==> src/rtl/bbcp_pkg.sv <==
// package for the buffer cache replacement block
// opcodes, status codes, sequencer states and size constants; no dependencies
`default_nettype none
package bbcp_pkg;
    localparam int NUM_BUFFERS_DEF = 64;

    typedef enum logic [1:0] {
        OP_GET     = 2'd0,
        OP_RELEASE = 2'd1,
        OP_SETFLG  = 2'd2,
        OP_NOP     = 2'd3
    } opcode_t;

    typedef enum logic [1:0] {
        ST_OK           = 2'd0,
        ST_NO_FREE      = 2'd1,
        ST_FREE_RELEASE = 2'd2
    } status_t;

    typedef enum logic [3:0] {
        S_INIT,
        S_IDLE,
        S_SRCH_RD,
        S_SRCH_CHK,
        S_WALK_RD,
        S_WALK_ENT,
        S_WALK_CHK,
        S_ALLOC,
        S_SHIFT_RD,
        S_SHIFT_WR,
        S_SLOT_RD,
        S_SLOT_WR,
        S_OUT
    } state_t;
endpackage
`default_nettype wire

==> src/rtl/bbcp_ram.sv <==
// generic single-port-write, one-read ram with registered read data
// no dependencies
`default_nettype none
module bbcp_ram #(
    parameter int WIDTH = 8,
    parameter int DEPTH = 64
) (
    input  wire logic                     aclk,
    input  wire logic                     we,
    input  wire logic [$clog2(DEPTH)-1:0] waddr,
    input  wire logic [WIDTH-1:0]         wdata,
    input  wire logic [$clog2(DEPTH)-1:0] raddr,
    output logic      [WIDTH-1:0]         rdata
);
    logic [WIDTH-1:0] mem [DEPTH];

    always_ff @(posedge aclk) begin
        if (we) begin
            mem[waddr] <= wdata;
        end
        rdata <= mem[raddr];
    end
endmodule
`default_nettype wire

==> src/rtl/block_buffer_cache_policy.sv <==
// buffer cache tag store with recency-ordered replacement
// uses bbcp_pkg and bbcp_ram (entry ram and recency-order ram)
//
// usage: one request enters on the s_ channel, one result leaves on m_.
//   s_tdata  = device, block_number, buffer_slot, new_dirty, new_locked,
//              new_valid_data from bit 0 up, opcode in s_tuser
//   m_tdata  = chosen_slot, was_hit, data_current, status from bit 0 up
// a request is taken only when the sequencer is idle; s_tready is low
// while it works. the block handles one request at a time.
// steps: a no-op goes straight to the result; release / set flags read the
//   slot's entry and write it back (a slot beyond the table skips the write).
//   get: a tag search reads entry after entry and stops at a hit; a miss
//   (device 0 skips the search) walks the recency order until a clean free
//   entry or the tail, allocates the least bad free entry, then shifts the
//   order down to the tail.
// the walk and shift share the order ram; the walk also reads the entry ram.
// reset: a clearing pass over every entry writes zero entries and the
// identity order; s_tready stays low until it ends.
// stall: the result is held in an output register until m_tready; the
// block takes no new request until the result has left.
`default_nettype none
module block_buffer_cache_policy #(
    parameter int NUM_BUFFERS = bbcp_pkg::NUM_BUFFERS_DEF
) (
    input  wire logic        aclk,
    input  wire logic        aresetn,
    input  wire logic        s_tvalid,
    output logic             s_tready,
    // device[15:0], block_number[39:16], buffer_slot[45:40], new_dirty[46],
    // new_locked[47], new_valid_data[48], zeros above
    input  wire logic [55:0] s_tdata,
    // opcode[1:0]
    input  wire logic [1:0]  s_tuser,
    output logic             m_tvalid,
    input  wire logic        m_tready,
    // chosen_slot[5:0], was_hit[6], data_current[7], status[9:8], zeros above
    output logic [15:0]      m_tdata
);
    import bbcp_pkg::*;

    localparam int AW = $clog2(NUM_BUFFERS);
    localparam int CW = AW + 1;
    // entry word: dev16, blk24, cnt8, dirty, lock, cur
    localparam int EW = 16 + 24 + 8 + 3;
    localparam logic [CW-1:0] LAST = CW'(NUM_BUFFERS - 1);

    state_t state_reg, state_next;

    logic [1:0]  op_reg;
    logic [15:0] dev_reg;
    logic [23:0] blk_reg;
    logic [5:0]  slot_reg;
    logic [2:0]  flg_reg;

    logic [CW-1:0] idx_reg, idx_next;
    logic [CW-1:0] best_pos_reg, best_pos_next;
    logic [AW-1:0] best_ent_reg, best_ent_next;
    logic [1:0]    best_bad_reg, best_bad_next;
    logic          found_reg, found_next;
    // lock flag of the best candidate so far
    logic          lock_best_reg;

    logic [5:0] r_slot_reg, r_slot_next;
    logic       r_hit_reg, r_hit_next;
    logic       r_cur_reg, r_cur_next;
    status_t    r_st_reg, r_st_next;
    logic       cap_in;

    // entry ram
    logic          e_we;
    logic [AW-1:0] e_waddr, e_raddr;
    logic [EW-1:0] e_wdata, e_rdata;
    // order ram
    logic          o_we;
    logic [AW-1:0] o_waddr, o_raddr;
    logic [AW-1:0] o_wdata, o_rdata;

    bbcp_ram #(.WIDTH(EW), .DEPTH(NUM_BUFFERS)) u_ent (
        .aclk(aclk), .we(e_we), .waddr(e_waddr), .wdata(e_wdata),
        .raddr(e_raddr), .rdata(e_rdata)
    );
    bbcp_ram #(.WIDTH(AW), .DEPTH(NUM_BUFFERS)) u_ord (
        .aclk(aclk), .we(o_we), .waddr(o_waddr), .wdata(o_wdata),
        .raddr(o_raddr), .rdata(o_rdata)
    );

    // entry word fields
    logic [15:0] rd_dev;
    logic [23:0] rd_blk;
    logic [7:0]  rd_cnt;
    logic        rd_dirty, rd_lock, rd_cur;
    logic [1:0]  rd_bad;
    assign {rd_dev, rd_blk, rd_cnt, rd_dirty, rd_lock, rd_cur} = e_rdata;
    assign rd_bad = {rd_dirty, rd_lock};

    logic slot_ok;
    assign slot_ok = ({26'd0, slot_reg} < 32'(NUM_BUFFERS));

    assign s_tready = (state_reg == S_IDLE);
    assign m_tvalid = (state_reg == S_OUT);
    assign m_tdata  = {6'd0, r_st_reg, r_cur_reg, r_hit_reg, r_slot_reg};
    assign cap_in   = s_tvalid && s_tready;

    always_ff @(posedge aclk) begin
        if (!aresetn) begin
            state_reg <= S_INIT;
            idx_reg   <= '0;
        end else begin
            state_reg <= state_next;
            idx_reg   <= idx_next;
        end
    end

    always_ff @(posedge aclk) begin
        if (cap_in) begin
            op_reg   <= s_tuser;
            dev_reg  <= s_tdata[15:0];
            blk_reg  <= s_tdata[39:16];
            slot_reg <= s_tdata[45:40];
            flg_reg  <= s_tdata[48:46];
        end
        best_pos_reg <= best_pos_next;
        best_ent_reg <= best_ent_next;
        best_bad_reg <= best_bad_next;
        found_reg    <= found_next;
        r_slot_reg   <= r_slot_next;
        r_hit_reg    <= r_hit_next;
        r_cur_reg    <= r_cur_next;
        r_st_reg     <= r_st_next;
    end

    always_comb begin
        state_next    = state_reg;
        idx_next      = idx_reg;
        best_pos_next = best_pos_reg;
        best_ent_next = best_ent_reg;
        best_bad_next = best_bad_reg;
        found_next    = found_reg;
        r_slot_next   = r_slot_reg;
        r_hit_next    = r_hit_reg;
        r_cur_next    = r_cur_reg;
        r_st_next     = r_st_reg;
        e_we    = 1'b0;
        e_waddr = idx_reg[AW-1:0];
        e_wdata = e_rdata;
        e_raddr = idx_reg[AW-1:0];
        o_we    = 1'b0;
        o_waddr = idx_reg[AW-1:0];
        o_wdata = o_rdata;
        o_raddr = idx_reg[AW-1:0];
        unique case (state_reg)
            S_INIT: begin
                // clearing pass
                e_we    = 1'b1;
                e_wdata = '0;
                o_we    = 1'b1;
                o_wdata = idx_reg[AW-1:0];
                idx_next = idx_reg + 1'b1;
                if (idx_reg == LAST) begin
                    state_next = S_IDLE;
                end
            end
            S_IDLE: begin
                idx_next   = '0;
                found_next = 1'b0;
                if (cap_in) begin
                    unique case (opcode_t'(s_tuser))
                        OP_GET: begin
                            state_next = (s_tdata[15:0] != 16'd0) ? S_SRCH_RD
                                                                  : S_WALK_RD;
                        end
                        OP_RELEASE, OP_SETFLG: state_next = S_SLOT_RD;
                        default: begin
                            r_slot_next = s_tdata[45:40];
                            r_hit_next  = 1'b0;
                            r_cur_next  = 1'b0;
                            r_st_next   = ST_OK;
                            state_next  = S_OUT;
                        end
                    endcase
                end
            end
            S_SRCH_RD: begin
                state_next = S_SRCH_CHK;
            end
            S_SRCH_CHK: begin
                if (rd_dev == dev_reg && rd_blk == blk_reg) begin
                    e_we = 1'b1;
                    e_wdata = {rd_dev, rd_blk,
                               (rd_cnt == 8'hFF) ? rd_cnt : rd_cnt + 8'd1,
                               rd_dirty, rd_lock, rd_cur};
                    r_slot_next = 6'(idx_reg[AW-1:0]);
                    r_hit_next  = 1'b1;
                    r_cur_next  = rd_cur;
                    r_st_next   = ST_OK;
                    state_next  = S_OUT;
                end else if (idx_reg == LAST) begin
                    idx_next   = '0;
                    state_next = S_WALK_RD;
                end else begin
                    idx_next   = idx_reg + 1'b1;
                    state_next = S_SRCH_RD;
                end
            end
            S_WALK_RD: begin
                state_next = S_WALK_ENT;
            end
            S_WALK_ENT: begin
                // order entry at this position selects the entry to read
                e_raddr    = o_rdata;
                state_next = S_WALK_CHK;
            end
            S_WALK_CHK: begin
                if (rd_cnt == 8'd0 && (!found_reg || rd_bad < best_bad_reg)) begin
                    found_next    = 1'b1;
                    best_pos_next = idx_reg;
                    best_ent_next = o_rdata;
                    best_bad_next = rd_bad;
                end
                if ((rd_cnt == 8'd0 && rd_bad == 2'd0) || idx_reg == LAST) begin
                    state_next = S_ALLOC;
                end else begin
                    idx_next   = idx_reg + 1'b1;
                    state_next = S_WALK_RD;
                end
            end
            S_ALLOC: begin
                r_hit_next = 1'b0;
                r_cur_next = 1'b0;
                if (!found_reg) begin
                    r_slot_next = '0;
                    r_st_next   = ST_NO_FREE;
                    state_next  = S_OUT;
                end else begin
                    e_we    = 1'b1;
                    e_waddr = best_ent_reg;
                    e_wdata = {dev_reg, blk_reg, 8'd1, 1'b0, lock_best_reg, 1'b0};
                    r_slot_next = 6'(best_ent_reg);
                    r_st_next   = ST_OK;
                    idx_next    = best_pos_reg;
                    state_next  = S_SHIFT_RD;
                end
            end
            S_SHIFT_RD: begin
                if (idx_reg == LAST) begin
                    o_we    = 1'b1;
                    o_wdata = best_ent_reg;
                    state_next = S_OUT;
                end else begin
                    o_raddr    = idx_reg[AW-1:0] + 1'b1;
                    state_next = S_SHIFT_WR;
                end
            end
            S_SHIFT_WR: begin
                o_we     = 1'b1;
                o_wdata  = o_rdata;
                idx_next = idx_reg + 1'b1;
                state_next = S_SHIFT_RD;
            end
            S_SLOT_RD: begin
                e_raddr = AW'(slot_reg);
                if (!slot_ok) begin
                    r_slot_next = slot_reg;
                    r_hit_next  = 1'b0;
                    r_cur_next  = 1'b0;
                    r_st_next   = ST_OK;
                    state_next  = S_OUT;
                end else begin
                    state_next = S_SLOT_WR;
                end
            end
            S_SLOT_WR: begin
                e_waddr     = AW'(slot_reg);
                r_slot_next = slot_reg;
                r_hit_next  = 1'b0;
                r_st_next   = ST_OK;
                if (op_reg == OP_SETFLG) begin
                    e_we    = 1'b1;
                    e_wdata = {rd_dev, rd_blk, rd_cnt, flg_reg[0], flg_reg[1], flg_reg[2]};
                    r_cur_next = flg_reg[2];
                end else begin
                    r_cur_next = rd_cur;
                    if (rd_cnt == 8'd0) begin
                        r_st_next = ST_FREE_RELEASE;
                    end else begin
                        e_we    = 1'b1;
                        e_wdata = {rd_dev, rd_blk, rd_cnt - 8'd1, rd_dirty, rd_lock, rd_cur};
                    end
                end
                state_next = S_OUT;
            end
            S_OUT: begin
                if (m_tready) begin
                    state_next = S_IDLE;
                end
            end
            default: state_next = S_IDLE;
        endcase
    end

    // lock flag of the chosen entry: read data still holds it only if the
    // chosen entry was the last one read, so a lock register keeps it
    always_ff @(posedge aclk) begin
        if (state_reg == S_WALK_CHK && rd_cnt == 8'd0 &&
            (!found_reg || rd_bad < best_bad_reg)) begin
            lock_best_reg <= rd_lock;
        end
    end

    // assertions
    a_out_status: assert property (@(posedge aclk) disable iff (!aresetn)
        m_tvalid |-> (r_st_reg == ST_OK || r_st_reg == ST_NO_FREE ||
                      r_st_reg == ST_FREE_RELEASE))
        else $error("bad status code");
    a_hit_ok: assert property (@(posedge aclk) disable iff (!aresetn)
        (m_tvalid && r_hit_reg) |-> (r_st_reg == ST_OK && op_reg == OP_GET))
        else $error("hit with bad status");
    a_nofree: assert property (@(posedge aclk) disable iff (!aresetn)
        (m_tvalid && r_st_reg == ST_NO_FREE) |-> (r_slot_reg == 6'd0 && !r_cur_reg))
        else $error("no-free result not cleared");
    a_busy: assert property (@(posedge aclk) disable iff (!aresetn)
        m_tvalid |-> !s_tready)
        else $error("ready while result pending");
endmodule
`default_nettype wire

==> config.mk <==
export PLATFORM = sky130hd
export DESIGN_NAME = block_buffer_cache_policy
export DESIGN_NICKNAME = d
export VERILOG_FILES = /design/src/rtl/bbcp_pkg.sv /design/src/rtl/bbcp_ram.sv /design/src/rtl/block_buffer_cache_policy.sv
export SDC_FILE = /design/constraint.sdc
export NUM_CORES = 2
export LEC_CHECK = 0
export ABC_AREA = 1
export ABC_CLOCK_PERIOD_IN_PS = 17520
export BUFFER_PORTS_ARGS = -buffer_cell sky130_fd_sc_hd__buf_2
export CELL_PAD_IN_SITES_DETAIL_PLACEMENT = 2
export CELL_PAD_IN_SITES_GLOBAL_PLACEMENT = 2
export CORE_ASPECT_RATIO = 2
export CORE_MARGIN = 3
export CORE_UTILIZATION = 48
export DETAILED_ROUTE_END_ITERATION = 16
export PLACE_DENSITY_LB_ADDON = 0.25
export SLEW_MARGIN = 20
export SYNTH_ARGS = -nofsm -noshare
export SYNTH_HDL_FRONTEND = slang
export SYNTH_HIERARCHICAL = 1
export SYNTH_SLANG_ARGS = --single-unit
==> constraint.sdc <==
create_clock -name aclk -period 17.52 [get_ports aclk]
set_clock_uncertainty 0.15 [all_clocks]
set_input_delay 0.876 -clock aclk [delete_from_list [all_inputs] [get_ports aclk]]
set_output_delay 0.876 -clock aclk [all_outputs]
set_load 0.05 [all_outputs]
==> flow_summary.ini <==
[worst_setup_path]
r2r_start = state_reg[3]
r2r_cells = 18
crit_arrival_ps = 9790
cp-end-kind = register
ff2ff_setup_slack_ps = 8350
r2r-end = u_ent/rdata[5]
cp.required_ps = 18140
critPathKind = register to register
worst-path-max-fanout = 84
start_kind = register

[global_route]
grt_pass1_wl_um = 1050000
grt-ovfl-total = 0
grt_usage = 0.449
antenna_found_initial = 39
grt_pass1_vias = 132000
grt_max_degree = 186

[die]
fp.dieW_um = 407
die_area_um2 = 328000
ios = 80
coreArea_um2 = 319000
rows = 293
die_h_um = 807
start_util = 0.483

[pwr]
power_density_nw_per_um2 = 117
worst_ir_drop_vdd_mv = 0.104
p_leak_uw = 0.0603
power_uw = 20000

[sta]
setup-tns-final_ps = 0
min_period_ps = 9170
finalCritPeriodShare = 0.523
rsz0062_at_grt = no
finalSetupViolations = 0
fmax_mhz = 109
slew_headroom = 0.137
drv_slew = 0
hold_viol = 0
worst_pin_slew_ps = 1290

[yosys]
ys_ff_latch = 3794
ys_async_sr_fraction = 0
synth_compound_area_frac = 0.00521
synth-xor-area-share = 0.00119
synth-simple-area-share = 0.224
seq_area_frac_synth = 0.735
ys.flop_type = edfxtp_1
muxShareOfSynthArea = 0
synth_edf_count = 3726
synthAdderAreaFrac = 0.000974
syn_area_um2 = 154000
synth_top_family_by_area = simple AND/OR/NAND/NOR gates
ys_types = 50
syn_inst = 12900
yosysWarnings = 6
avgSynthCellArea_um2 = 12.0

[finish]
syn_to_final_growth_pct = 10.4
top_regs = u_ent/mem x3264, u_ord/mem x384, u_ent/rdata x51
regMostFlops = u_ent/mem
finalNetCount = 12900
largest_reg_flops = 3264
drive_above_1_share = 0.0788

[cts]
clock_sink_count = 3794
cts_setup_buffers = 0
clk_pin_slew_worst_paths_ps = 80
cts-root-buf = clkbuf_16
clockBufferDepth = 4
cts_tree = built
ctsHoldBuffers = 42
cts_buffers = 336
postCtsResizedCells = 0
clk_latency_ps = 980
htreeDepth = 5

[detailed_routing]
dr.pass1.iters = 7
drc = 0
wirelength_um = 750000
drtIter0Drc = 19500
drtAntennaViolNets = 0
num_vias = 121000
routedWlPerCell_um = 43.6
via_per_inst = 7.05

[min_path]
min_path_type = input port to register
whs_path_depth = 1
hp-start = s_tuser[1]
whs_endpoint = op_reg[1]

[flow_run]
maxCapViolCount = 0

[place]
portBuffers = 66
place.gp.congestion = 0.840
dp_hpwl_um = 346000

[outcome]
outcome = complete, no violations
==> logic make-up after synthesis <==
family / count (synthesis)
buffers and inverters: 977
flip-flops: 3794
other: 1
AND/OR/NAND/NOR: 7949
XOR/XNOR: 21
adder cells (fa/ha/maj): 12
AO/OA/AOI/OAI: 125
==> layer usage <==
metal,GRT usage,up-vias,part of all wire
met5,0,-,0.00028
met4,0.403,32,0.11
met3,0.107,4287,0.10
met2,0.717,10600,0.47
met1,0.497,61000,0.31
li1,-,45400,-
==> how the worst max path moves through the flow <==
stage / from / to / cells after the start
6_report: state_reg[3] / u_ent/rdata[5] / 18
5_1_grt: state_reg[3] / u_ent/rdata[5] / 18
4_1_cts: state_reg[3] / u_ent/rdata[48] / 18
3_5_place_dp: state_reg[3] / u_ent/rdata[5] / 18
3_3_place_gp: state_reg[3] / u_ent/rdata[47] / 18
2_1_floorplan: state_reg[3] / u_ent/mem[48][0] / 13
==> through the flow <==
step                       util  cells  cell area, um2  setup slack, ps  hold slack (ps)
after floorplan               -  12900          154000             9920              280
after global placement    0.497  16500          158000            10100              326
after detailed placement  0.498  16500          159000             9720              351
after CTS                 0.533  17200          170000             9400             1.97
after global routing      0.533  17200          170000             8340             10.2
final                     0.534  17200          170000             8350             19.5
==> synthesized netlist by cell type (6+ instances only) <==
master	instances	area share
nand4_1	33	0.0013
inv_1	139	0.0034
o211ai_1	8	0.00039
nand2_1	4281	0.10
o221ai_1	6	0.00034
buf_2	418	0.014
dfxtp_1	68	0.0088
o21ai_0	31	0.0010
nor2_4	7	0.00051
buf_6	68	0.0050
nor2_1	181	0.0044
clkbuf_1	136	0.0033
ha_1	12	0.00097
xor2_1	13	0.00074
buf_4	135	0.0066
xnor2_1	8	0.00045
nor3_1	8	0.00026
buf_1	62	0.0015
edfxtp_1	3726	0.73
nor4_1	17	0.00069
o22ai_1	30	0.0012
inv_2	9	0.00022
nand3_1	3397	0.11
a22oi_1	18	0.00088
a21oi_1	19	0.00062
==> final cells by class <==
cell class                      instances  area [um2]
Clock inverter                        170        1530
Inverter                              153         642
Multi-Input combinational cell       8113       36800
Clock buffer                          431        9260
Tap cell                             4130        5170
Sequential cell                      3794      113000
Fill cell                           29600      149000
Timing Repair Buffer                  403        3470
Antenna cell                           19        47.5
==> report_power, final <==
part	switching (uW)	internal (uW)
Sequential	86.1	9910
Clock	3970	4170
Combinational	1440	402
Total	5490	14500
==> critical path: stages (launching register included) <==
cell and delay (ps):
dfxtp_1 420, inv_1 130, ha_1 290, nand3_1 600, nand2_1 690, o221ai_4 600, buf_4 870, buf_4 830
buf_4 750, buf_4 750, buf_4 850, nand2_1 170, nand3_1 170, nand3_1 120, nand3_1 150, nand3_1 140
nand2_1 140, nand2_1 90, nand2_1 830
==> layout by cell type, fill, tap and decap left out, types with 5 or more instances in the layout <==
master	count
a21oi_1	18
a22oi_1	18
buf_12	23
buf_16	9
buf_2	66
buf_4	255
buf_6	7
bufinv_16	28
clkbuf_1	60
clkbuf_16	349
clkbuf_8	22
clkinv_1	54
clkinv_2	74
clkinvlp_4	10
conb_1	6
dfxtp_1	68
diode_2	19
dlygate4sd3_1	42
edfxtp_1	3726
ha_1	12
inv_1	136
inv_2	7
nand2_1	4277
nand2_4	7
nand3_1	3392
nand3_2	8
nand4_1	33
nor2_1	124
nor2_2	5
nor2_4	64
nor3_1	7
nor4_2	15
o211ai_1	8
o21ai_0	22
o21ai_2	7
o221ai_4	6
o22ai_4	32
xnor2_1	8
xor2_1	13
Note: power is estimated with default switching activity, not from simulation.
